==> config.mk <==
export PLATFORM = sky130hd
export DESIGN_NAME = mhpq_outq_flat
export DESIGN_NICKNAME = d
export VERILOG_FILES = /design/src/rtl/core/mhpq_pkg.sv /design/src/rtl/core/mhpq_ifs.sv /design/src/rtl/core/mhpq_outq.sv /design/src/flat_wrapper.sv
export SDC_FILE = /design/constraint.sdc
export NUM_CORES = 1
export LEC_CHECK = 0
export BUFFER_PORTS_ARGS = -buffer_cell sky130_fd_sc_hd__buf_2
export CORE_MARGIN = 2
export CORE_UTILIZATION = 45
export CTS_BUF_LIST = sky130_fd_sc_hd__clkbuf_8
export DETAILED_ROUTE_END_ITERATION = 6
export PLACE_DENSITY = 0.95
export SETUP_SLACK_MARGIN = 0.2
export SLEW_MARGIN = 40
export SYNTH_ARGS = -nofsm -noshare
export SYNTH_HDL_FRONTEND = slang
export SYNTH_SLANG_ARGS = --single-unit
==> constraint.sdc <==
create_clock -name clk -period 2.6 [get_ports clk]
set_input_delay 0.13 -clock clk [delete_from_list [all_inputs] [get_ports clk]]
set_output_delay 0.13 -clock clk [all_outputs]
set_load 0.02 [all_outputs]
==> src/rtl/core/mhpq_pkg.sv <==
`default_nettype none

package mhpq_pkg;

  localparam int DEF_CAPACITY  = 256;
  localparam int DEF_KEY_WIDTH = 16;
  localparam int DEF_TAG_WIDTH = 8;

  localparam int STATUS_WIDTH = 2;

  // Operation codes of a request
  localparam logic OP_INSERT = 1'b0;
  localparam logic OP_REMOVE = 1'b1;

  // Result status codes
  localparam logic [STATUS_WIDTH-1:0] STATUS_DONE  = 2'd0;
  localparam logic [STATUS_WIDTH-1:0] STATUS_FULL  = 2'd1;
  localparam logic [STATUS_WIDTH-1:0] STATUS_EMPTY = 2'd2;

  // Control handed from the heap engine to the result buffer
  typedef struct packed {
    logic                    valid;
    logic [STATUS_WIDTH-1:0] status;
  } res_ctrl_t;

endpackage

`default_nettype wire

==> src/rtl/core/mhpq_ifs.sv <==
`default_nettype none


interface mhpq_out_if #(
  parameter int CAPACITY  = mhpq_pkg::DEF_CAPACITY,
  parameter int KEY_WIDTH = mhpq_pkg::DEF_KEY_WIDTH,
  parameter int TAG_WIDTH = mhpq_pkg::DEF_TAG_WIDTH,
  parameter int CNT_WIDTH = $clog2(CAPACITY + 1)
);
  logic                              valid;
  logic                              ready;
  logic [KEY_WIDTH-1:0]              out_key;
  logic [TAG_WIDTH-1:0]              out_tag;
  logic [mhpq_pkg::STATUS_WIDTH-1:0] status;
  logic [CNT_WIDTH-1:0]              count;

  modport source (output valid, output out_key, output out_tag, output status,
                  output count, input ready);
  modport sink   (input valid, input out_key, input out_tag, input status,
                  input count, output ready);
endinterface

`default_nettype wire

==> src/rtl/core/mhpq_outq.sv <==
`default_nettype none

module mhpq_outq #(
  parameter int CAPACITY  = mhpq_pkg::DEF_CAPACITY,
  parameter int KEY_WIDTH = mhpq_pkg::DEF_KEY_WIDTH,
  parameter int TAG_WIDTH = mhpq_pkg::DEF_TAG_WIDTH,
  localparam int CNT_WIDTH = $clog2(CAPACITY + 1)
) (
  input  wire logic                 clk,
  input  wire logic                 rst_n,
  input  wire mhpq_pkg::res_ctrl_t  res_ctrl,
  output      logic                 res_ready,
  input  wire logic [KEY_WIDTH-1:0] res_key,
  input  wire logic [TAG_WIDTH-1:0] res_tag,
  input  wire logic [CNT_WIDTH-1:0] res_count,
  mhpq_out_if.source                out_rsp
);

  logic                              valid_r, valid_nxt;
  logic [KEY_WIDTH-1:0]              key_r;
  logic [TAG_WIDTH-1:0]              tag_r;
  logic [mhpq_pkg::STATUS_WIDTH-1:0] status_r;
  logic [CNT_WIDTH-1:0]              count_r;
  logic                              load;

  // Take a new result when the slot is empty or being drained
  assign res_ready = !valid_r || out_rsp.ready;
  assign load      = res_ctrl.valid && res_ready;

  always_comb begin
    valid_nxt = valid_r;
    if (load) begin
      valid_nxt = 1'b1;
    end else if (out_rsp.ready) begin
      valid_nxt = 1'b0;
    end
  end

  always_ff @(posedge clk) begin
    if (!rst_n) begin
      valid_r <= 1'b0;
    end else begin
      valid_r <= valid_nxt;
    end
  end

  always_ff @(posedge clk) begin
    if (load) begin
      key_r    <= res_key;
      tag_r    <= res_tag;
      status_r <= res_ctrl.status;
      count_r  <= res_count;
    end
  end

  assign out_rsp.valid   = valid_r;
  assign out_rsp.out_key = key_r;
  assign out_rsp.out_tag = tag_r;
  assign out_rsp.status  = status_r;
  assign out_rsp.count   = count_r;

endmodule

`default_nettype wire

==> src/flat_wrapper.sv <==
// flat-port wrapper written by rule: the top's interface ports become plain ports
module mhpq_outq_flat 
#(
  parameter int CAPACITY  = mhpq_pkg::DEF_CAPACITY,
  parameter int KEY_WIDTH = mhpq_pkg::DEF_KEY_WIDTH,
  parameter int TAG_WIDTH = mhpq_pkg::DEF_TAG_WIDTH,
  localparam int CNT_WIDTH = $clog2(CAPACITY + 1)
)
  (clk, rst_n, res_ctrl, res_ready, res_key, res_tag, res_count, out_rsp_valid, out_rsp_out_key, out_rsp_out_tag, out_rsp_status, out_rsp_count, out_rsp_ready);
  mhpq_out_if #(.CAPACITY(CAPACITY), .KEY_WIDTH(KEY_WIDTH), .TAG_WIDTH(TAG_WIDTH)) out_rsp_i ();
  input  wire logic clk;
  input  wire logic rst_n;
  input  wire mhpq_pkg::res_ctrl_t res_ctrl;
  output      logic res_ready;
  input  wire logic [KEY_WIDTH-1:0] res_key;
  input  wire logic [TAG_WIDTH-1:0] res_tag;
  input  wire logic [CNT_WIDTH-1:0] res_count;
  output wire logic [$bits(out_rsp_i.valid)-1:0] out_rsp_valid;
  output wire logic [$bits(out_rsp_i.out_key)-1:0] out_rsp_out_key;
  output wire logic [$bits(out_rsp_i.out_tag)-1:0] out_rsp_out_tag;
  output wire logic [$bits(out_rsp_i.status)-1:0] out_rsp_status;
  output wire logic [$bits(out_rsp_i.count)-1:0] out_rsp_count;
  input wire logic [$bits(out_rsp_i.ready)-1:0] out_rsp_ready;
  assign out_rsp_valid = out_rsp_i.valid;
  assign out_rsp_out_key = out_rsp_i.out_key;
  assign out_rsp_out_tag = out_rsp_i.out_tag;
  assign out_rsp_status = out_rsp_i.status;
  assign out_rsp_count = out_rsp_i.count;
  assign out_rsp_i.ready = out_rsp_ready;
  mhpq_outq #(.CAPACITY(CAPACITY), .KEY_WIDTH(KEY_WIDTH), .TAG_WIDTH(TAG_WIDTH)) u_core (.clk(clk), .rst_n(rst_n), .res_ctrl(res_ctrl), .res_ready(res_ready), .res_key(res_key), .res_tag(res_tag), .res_count(res_count), .out_rsp(out_rsp_i));
endmodule
Word-level counts from Yosys, hierarchy flattened
Cells that the tools add are included.
{"block": "totals", "ff_bits": 36, "inputBits": 39, "output_inout_bits": 37, "word_cells": 11}
{"block": "op_classes", "muxes": 2, "reduce_logical": 4}
{"cell": "$mux W1", "n": 2}
{"cell": "$reduce_bool A2 Y1", "n": 1}
{"cell": "$logic_and A1 B1 Y1", "n": 1}
{"cell": "$logic_not A1 Y1", "n": 1}
{"cell": "$logic_or A1 B1 Y1", "n": 1}

Depth between registers and ports, before layout
Gate-level depths: netlist (run 1).
{"block": "logic_depth", "ltp_word": 4, "ltp_mapped": 2, "mapped_depth_nobuf": 2}

Worst setup path after synthesis (run 1)
OpenSTA, ideal clock, no wires.
{"block": "synth_path", "path_kind": "register to register", "startpoint": "reg u_core.valid_r (netlist: u_core.out_rsp.valid)", "endpoint": "reg u_core.count_r[0] (netlist: u_core.out_rsp.count[0]), enable pin", "setup_ns": 0.345, "t_arrival_ns": 0.895, "required_ns": 2.255, "setup_slack_ns": 1.361, "path_stages_with_launch": 3, "path_buffers": 0, "period_less_slack_ns": 1.239, "cell_sequence": "dfxtp_1 nand2b_4 and2_4"}
{"block": "synth_between", "elab_chain_len": 3}
{"item": "from (decl)", "line": "mhpq_outq.sv:19", "source": "logic valid_r, valid_nxt;"}
{"item": "from (signal assigned)", "line": "mhpq_outq.sv:43", "source": "valid_r <= valid_nxt;"}
{"item": "$logic_not A1 Y1", "line": "mhpq_outq.sv:27", "source": "assign res_ready = !valid_r || out_rsp.ready;"}
{"item": "$logic_or A1 B1 Y1", "line": "mhpq_outq.sv:27"}
{"item": "named net res_ready", "line": "flat_wrapper.sv:14", "source": "output logic res_ready;"}
{"item": "$logic_and A1 B1 Y1", "line": "mhpq_outq.sv:28", "source": "assign load = res_ctrl.valid && res_ready;"}
{"item": "named net u_core.load", "line": "mhpq_outq.sv:24", "source": "logic load;"}
{"item": "to (signal assigned)", "line": "mhpq_outq.sv:52", "source": "count_r <= res_count;"}
{"item": "to (decl)", "line": "mhpq_outq.sv:23", "source": "logic [CNT_WIDTH-1:0] count_r;"}
The timed path passes the listed nets, and every way through them passes these cells.
A chain may end at the register's enable or synchronous reset.

Worst setup path after layout (run 1)
{"block": "layout_path", "startpoint": "reg u_core.valid_r (netlist: u_core.out_rsp.valid)", "endpoint": "reg u_core.tag_r[5] (netlist: u_core.out_rsp.out_tag[5]), enable pin"}
{"block": "layout_between", "elab_chain_len": 3}
{"item": "$logic_not A1 Y1", "line": "mhpq_outq.sv:27"}
{"item": "$logic_or A1 B1 Y1", "line": "mhpq_outq.sv:27"}
{"item": "$logic_and A1 B1 Y1", "line": "mhpq_outq.sv:28"}
{"item": "named net u_core.load", "line": "mhpq_outq.sv:24"}
{"item": "to (signal assigned)", "line": "mhpq_outq.sv:50", "source": "tag_r <= res_tag;"}
{"item": "to (decl)", "line": "mhpq_outq.sv:21", "source": "logic [TAG_WIDTH-1:0] tag_r;"}
The timed path passes the listed nets, and every way through them passes these cells.

==> metrics.md, run 1 <==
| Metric | Value |
|---|---|
| CTS HTree Levels | `2` |
| I/O Pins | `76` |
| GRT Resource Usage Total | `0.1624` |
| Startpoint type of the worst setup path | `flop` |
| Peak VDD IR | `0.0005135 V` |
| Post-synthesis compound-gate area fraction | `0.01016` |
| Synthesized area | `0.001109 mm^2` |
| First-pass GRT wire length | `2918 um` |
| Num rows | `17` |
| Sequential-to-total area share from yosys stat | `0.9661` |
| Clock power frac | `0.307` |
| Slew HR | `0.7083` |
| Via count | `695` |
| Worst path max stage delay | `0.43 ns` |
| Seq pwr share | `0.590` |
| Initial Utilization | `0.4871` |
| Tightest Pin Transition | `0.4376 ns` |
| CTS max path bufs | `2` |
| Clock-pin slew on the worst setup and hold paths | `0.07 ns` |
| Root Driver | `clkbuf_8` |
| Postcts setup bufs | `0` |
| Proportion of synthesized area in mux cells | `0` |
| DRT Pass-1 Iters | `5` |
| Met3 usage | `0.06944` |
| Die H | `53.64 um` |
| Mapped Nets | `79` |
| Req. time, crit path | `2.53 ns` |
| Clock sinks | `36` |
| Final hold violation count | `0` |
| Slew Limit Fails | `0` |
| CTS tree | `built` |
| NetSw | `0.2605 mW` |
| Gate power share | `0.103` |
| Hold WS | `0.02288 ns` |
| Net Sw Frac | `0.2242` |
| Achievable frequency | `813.5 MHz` |
| RSZ-0062 raised after global routing | `no` |
| GP Congestion | `0.6883` |
| ANT nets after route | `0` |
| Crit path cell chain | `nand2b_4 > and2_4` |
| Final setup viols | `0` |
| Leakage | `0.7127 nW` |
| Avg Synthesized Cell Area | `27.71 um^2` |
| Number of max-cap violations | `0` |
| Largest net degree at the start of global routing | `36` |
| Simple-Gate Fraction of Synth Area | `0.02032` |
| Fin crit share | `0.4728` |
| Residual DRC | `0` |
| Int Power | `0.9013 mW` |
| Initial DRC count | `12` |
| Num CTS Buffers | `5` |
| Yosys warns | `0` |
| Status | `completed` |
| Util after Layout | `0.7031` |
| Wire per inst | `13.81 um` |
| Post-CTS Resized | `0` |
| Worst-skew pair later-pin latency | `0.28 ns` |
| Via density | `4.603` |
| Nets@finish | `161` |
| Cells after synthesis | `40` |
| Worst EP arrival | `1.15 ns` |
| PD cells | `726.0 mW/mm^2` |
| GRT Max-Usage Layer | `met2` |
| Area Overhead vs Synth | `44.36%` |
| Period minus WS final | `1.229 ns` |
| HP Class | `in -> reg` |
| Final wirelength | `2085 um` |
| Crit Path Max Fanout | `35` |
| Clock Skew | `0.006228 ns` |
| Largest family of logic cells by synthesized area | `simple AND/OR/NAND/NOR gates` |
| Die W | `53.64 um` |
| Hold Buf Count CTS | `0` |
| Yosys reg bits | `36` |
| Met2 usage | `0.2613` |
| Final TNS setup | `0 ns` |
| CP Capture Type | `flop` |
| Gr ovfl total | `0` |
| Initial antenna violation count | `0` |
| CP Class | `reg -> reg` |
| Post-Synth XOR/XNOR Area | `0` |
| Count of cell types in the netlist | `6` |
| Core area | `0.002276 mm^2` |
| Vias in the first global route | `664` |
| Adder-cell area share of the yosys netlist | `0` |
| Antenna diode count | `0` |
| Area of the die | `0.002877 mm^2` |
| GRT met1 Usage | `0.1647` |
| IO buf count | `75` |
| Slowest cell on crit path | `and2_4` |
| Share of cells above drive strength 1 | `0.6829` |
power groups by stage:
stage / combinational [mW] / sequential (mW) / clock (mW)
floorplan: 0.0153 / 0.742 / 0
global placement: 0.117 / 0.696 / 0
detailed placement: 0.122 / 0.698 / 0
CTS: 0.121 / 0.686 / 0.364
global route: 0.128 / 0.689 / 0.383
finish: 0.120 / 0.686 / 0.356
cells in the mapped netlist:
cell	count	share of area
nand2b_4	1	0.012
a21boi_2	1	0.010
and2_4	1	0.0079
dfxtp_1	1	0.018
inv_1	1	0.0034
edfxtp_1	35	0.95
cells by family after synthesis:
family,count (synthesis)
flip-flops,36
AND/OR/NAND/NOR,2
AO/OA/AOI/OAI,1
buffers and inverters,1
flip-flops by register name, indices dropped and copies added (netlist names):
signal,count
u_core.out_rsp.valid,1
u_core.out_rsp.status,2
u_core.out_rsp.count,9
u_core.out_rsp.out_tag,8
u_core.out_rsp.out_key,16
metal layers:
metal	routed length, um	vias to the layer above
li1	-	320
met1	754	310
met2	1016	60
met3	267	5
met4	46	0
met5	0	-
final cells by class:
class	instances	area, um^2
timing repair buffer	75	375.4
tap	28	35.03
sequential	36	1071
inverter	1	3.754
multi-input combinational	3	33.78
clock inverter	3	12.51
fill	162	675.6
clock buffer	5	68.82
path summary, 6_finish.rpt:
| path | from | to | slack [ns] | cells past startpoint |
|---|---|---|---|---|
| worst min register to register | u_core.out_rsp.valid$_SDFFE_PN0P_ | u_core.out_rsp.valid$_SDFFE_PN0P_ | 0.53 | 2 |
| worst max register to register | u_core.out_rsp.valid$_SDFFE_PN0P_ | u_core.out_rsp.out_tag[5]$_DFFE_PP_ | 1.37 | 2 |
| worst max-delay path | u_core.out_rsp.valid$_SDFFE_PN0P_ | u_core.out_rsp.out_tag[5]$_DFFE_PP_ | 1.37 | 2 |
| worst min-delay path | res_key[7] | u_core.out_rsp.out_key[7]$_DFFE_PP_ | 0.02 | 1 |
through the flow:
stage	cell area (um^2)	setup slack, ns	std cells	total power, mW
6_report	1600	1.371	151	1.162
5_1_grt	1600	1.325	151	1.200
4_1_cts	1600	1.371	151	1.172
3_5_place_dp	1519	1.383	143	0.8198
3_3_place_gp	1519	1.452	143	0.8133
2_1_floorplan	1109	1.361	40	0.7573
layout by cell type, fill, tap and decap left out, drive strengths merged:
cell type  count
buf           75
clkbuf         5
a21boi         1
inv            3
edfxtp        35
and2           1
nand2b         1
clkinv         1
dfxtp          1
worst max-delay path: cells and delay by family (launching register included):
kind	cells	cell delay [ns]
simple gates	2	0.52
flops	1	0.34
(Power assumes the default switching activity.)
==> run 2: changes to the inputs <==
ABC_AREA = 1   (was not set)
CORE_UTILIZATION = 42   (was 45)
PLACE_DENSITY = 0.92   (was 0.95)
clock period = 1.2 ns   (was 2.6 ns; I/O delays follow)
==> run 2 against run 1 <==
Count of clock-buffer cells in the layout unchanged. Sequential power increased by 120%. Via count rose by 26%. Final area is 26% higher. Synthesized cell count grew 5.0%. Register-to-register slack worse by 1.3 ns. Die area rose by 6.0%. Combinational power increased to 3.3 times the previous value. Fmax increased by 14%. Utilization grew 11 points. First-iteration DRC count up 92%. Global-route usage grew 7.3 points. Critical path type unchanged. Highest routed layer unchanged.
==> metrics.md, run 2 <==
| Metric | Value |
|---|---|
| CTS max path bufs | `2 (unchanged)` |
| Area of the die | `0.003050 mm^2 (+6.0%)` |
| Clock-pin slew on the worst setup and hold paths | `0.06 ns (about the same)` |
| Largest net degree at the start of global routing | `19 (-47%)` |
| HP Class | `in -> reg` |
| I/O Pins | `76 (unchanged)` |
| Number of synthesized flops with an enable pin | `35 (unchanged)` |
| Die H | `55.23 um (+3.0%)` |
| Worst-skew pair later-pin latency | `0.27 ns (about the same)` |
| Req. time, crit path | `1.18 ns (-1.35 ns)` |
| Worst EP arrival | `1.06 ns (-0.09 ns)` |
| Antenna diode count | `0 (unchanged)` |
| Vias in the first global route | `970 (+46%)` |
| Crit Path Max Fanout | `18 (-49%)` |
| Worst r2r src | `u_core.out_rsp.valid$_SDFFE_PN0P_` |
| Via density | `4.505 (-2.1%)` |
| R2r worst-path depth | `2 (unchanged)` |
| CP Buf/Inv Count | `1 (+1)` |
| Sequential-to-total area share from yosys stat | `0.9716 (+0.005483)` |
| Synth area leader | `edfxtp_1` |
| Delay-heaviest family, CP | `flip-flops` |
| Achievable frequency | `926.5 MHz (+14%)` |
| Slew Limit Fails | `0 (unchanged)` |
| Synth async-reset ratio | `0 (unchanged)` |
| Num CTS Buffers | `5 (unchanged)` |
| Count leader, synth | `edfxtp_1` |
| Mapped Nets | `81 (+2.5%)` |
| Avg Synthesized Cell Area | `26.25 um^2 (-5.3%)` |
| PD cells | `1311 mW/mm^2 (+81%)` |
| Yosys reg bits | `36 (unchanged)` |
| Synthesized area | `0.001102 mm^2 (-0.56%)` |
| Slew HR | `0.8469 (+0.1386)` |
| Placed Cells | `150 (+4.9%)` |
| Area Overhead vs Synth | `83.09%` |
| Status | `completed` |
| CP Class | `reg -> reg` |
| Via count | `874 (+26%)` |
| Die W | `55.23 um (+3.0%)` |
| Most frequent cells in the layout | `buf_2, dlygate4sd3_1, edfxtp_1, clkbuf_8, inv_1` |
| Clock Skew | `0.007731 ns (+0.001503 ns)` |
| Period minus WS final | `1.079 ns (-0.1499 ns)` |
| Gr ovfl total | `0 (unchanged)` |
| Peak VDD IR | `0.001175 V (+130%)` |
| Synth top area cells | `edfxtp_1, dfxtp_1, a21oi_2, inv_1, nand2_2` |
| Synth top area share | `0.9535 (+0.005381)` |
| FF-to-FF setup slack | `0.12 ns (-1.25 ns)` |
| Leakage | `0.8819 nW (+24%)` |
| Footprint of the multi-input gates | `31.28 um^2 (-7.4%)` |
| Fin crit share | `0.8995 (+0.4267)` |
| Number of max-cap violations | `0 (unchanged)` |
| Reg-to-Reg End | `u_core.out_rsp.out_tag[4]$_DFFE_PP_` |
| Num rows | `18 (+1)` |
| PnR worst setup slack | `0.1206 ns (-1.250 ns)` |
| Hold depth | `4 (+3)` |
| RSZ-0062 raised after global routing | `yes` |
| Yosys warns | `0 (unchanged)` |
| Crit path cell chain | `a21oi_4 > buf_12` |
| FILL cells | `129 (-20%)` |
| Hold_sp | `out_rsp_ready` |
| DRT Pass-1 Iters | `4 (-1)` |
| Count of cell types in the netlist | `7 (+1)` |
| Cell area after layout | `0.002018 mm^2 (+26%)` |
| Total area of sequential cells | `0.001075 mm^2 (+0.35%)` |
| Final hold violation count | `0 (unchanged)` |
| CP Capture Type | `flop` |
| Cells after synthesis | `42 (+5.0%)` |
| Slowest cell on crit path | `dfxtp_4` |
| Initial antenna violation count | `0 (unchanged)` |
| GP Congestion | `0.6967 (+1.2%)` |
| Tightest Pin Transition | `0.2291 ns (-0.2085 ns)` |
| Hold EP | `u_core.out_rsp.valid$_SDFFE_PN0P_` |
| Core area | `0.002477 mm^2 (+8.9%)` |
| Initial DRC count | `23 (+11)` |
| Startpoint type of the worst setup path | `flop` |
| Post-DP HPWL | `1696 um` |
| Worst path max stage delay | `0.36 ns (-0.07 ns)` |
| ANT nets after route | `0 (unchanged)` |
| Top FF cell, synth | `edfxtp_1` |
| IO buf count | `75 (unchanged)` |
| CTS tree | `built` |
| GRT Resource Usage Total | `0.2357 (+0.07330)` |
| Wire per inst | `17.02 um (+23%)` |
| Layout Cells excl Fill | `194 (+28%)` |
| Synth cell count leaders | `edfxtp_1, inv_1` |
| Share of cells above drive strength 1 | `0.5366 (-0.1463)` |
| Final setup viols | `0 (unchanged)` |
| Post-place setup slack | `0.1588 ns (-1.224 ns)` |
| Initial Utilization | `0.4449 (-0.04213)` |
| Root Driver | `clkbuf_8` |
| Final wirelength | `3302 um (+58%)` |
| Largest register FFs | `16 (unchanged)` |
| Post-CTS Resized | `0 (unchanged)` |
| Postcts setup bufs | `0 (unchanged)` |
| Commonest non-fill, non-tap cell in the layout | `buf_2` |
| Nets@finish | `202 (+25%)` |
| Residual DRC | `0 (unchanged)` |
| Clock sinks | `36 (unchanged)` |
| CTS HTree Levels | `2 (unchanged)` |
| Post-DP Area | `0.001578 mm^2 (+3.9%)` |
| First-pass GRT wire length | `5188 um (+78%)` |
run 2: cell count changes after synthesis:
cell      before  now
a21oi_2        0    1
a21boi_2       1    0
a21oi_1        0    1
and2_4         1    0
nand2b_4       1    0
nand2_2        0    1
inv_1          1    2
inv_2          0    1
run 2: logic make-up after synthesis:
family / synth area share
simple gates: 0.005679
compound gates: 0.01248
flops: 0.9716
buf+inv: 0.01021
run 2: worst min-delay path, delay by kind of cell:
| family | cells | cell delay (ns) |
|---|---|---|
| AO/OA/AOI/OAI | 1 | 0.05 |
| buffers and inverters | 2 | 0.14 |
| AND/OR/NAND/NOR | 1 | 0.08 |
run 2: final cells by class:
cell class / instances / area share
Timing Repair Buffer: 114 / 0.3881
Multi-Input combinational cell: 3 / 0.01550
Clock inverter: 3 / 0.005580
Sequential cell: 36 / 0.5325
Inverter: 3 / 0.005580
Tap cell: 30 / 0.01860
Clock buffer: 5 / 0.03410
run 2: worst max path at each step:
stage	startpoint	to	slack, ns	cells after the start
5_1_grt	u_core.out_rsp.valid$_SDFFE_PN0P_	u_core.out_rsp.out_tag[4]$_DFFE_PP_	0.11	2
2_1_floorplan	u_core.out_rsp.valid$_SDFFE_PN0P_	u_core.out_rsp.count[0]$_DFFE_PP_	-0.20	1
4_1_cts	u_core.out_rsp.valid$_SDFFE_PN0P_	u_core.out_rsp.count[8]$_DFFE_PP_	0.14	2
3_3_place_gp	u_core.out_rsp.valid$_SDFFE_PN0P_	u_core.out_rsp.out_key[0]$_DFFE_PP_	0.18	2
3_5_place_dp	u_core.out_rsp.valid$_SDFFE_PN0P_	u_core.out_rsp.count[3]$_DFFE_PP_	0.16	2
6_report	u_core.out_rsp.valid$_SDFFE_PN0P_	u_core.out_rsp.out_tag[4]$_DFFE_PP_	0.12	2
run 2: stage by stage:
step | setup TNS, ns | hold WS (ns) | total power [mW] | utilization
5_1_grt | 0 | 0.09795 | 2.746 | 0.8146
3_5_place_dp | 0 | 0.2381 | 1.801 | 0.6369
3_3_place_gp | 0 | 0.2366 | 1.790 | 0.6369
2_1_floorplan | -7.044 | 0.1589 | 1.643 | -
6_report | 0 | 0.07617 | 2.647 | 0.8146
4_1_cts | 0 | 0.05669 | 2.642 | 0.8146
run 2: repair_timing:
action	CTS	global route
endpoints found under the setup margin	34	35
pin swaps	0	0
hold endpoints to repair	36	0
hold buffers	36	0
run 2: report_power, final:
part | leakage [nW] | total (mW) | switching (mW) | internal, mW
Clock | 0.0444 | 0.765 | 0.379 | 0.386
Combinational | 0.490 | 0.391 | 0.201 | 0.190
Sequential | 0.347 | 1.49 | 0.0242 | 1.47
Total | 0.882 | 2.65 | 0.604 | 2.04
run 2: layer usage:
layer | wire, um | global-route usage | vias to the layer above
met2 | 1623 | 0.3793 | 66
met5 | 0 | 0 | -
li1 | - | - | 404
met4 | 103 | 0.1185 | 0
met1 | 1239 | 0.2779 | 393
met3 | 335 | 0.08665 | 11
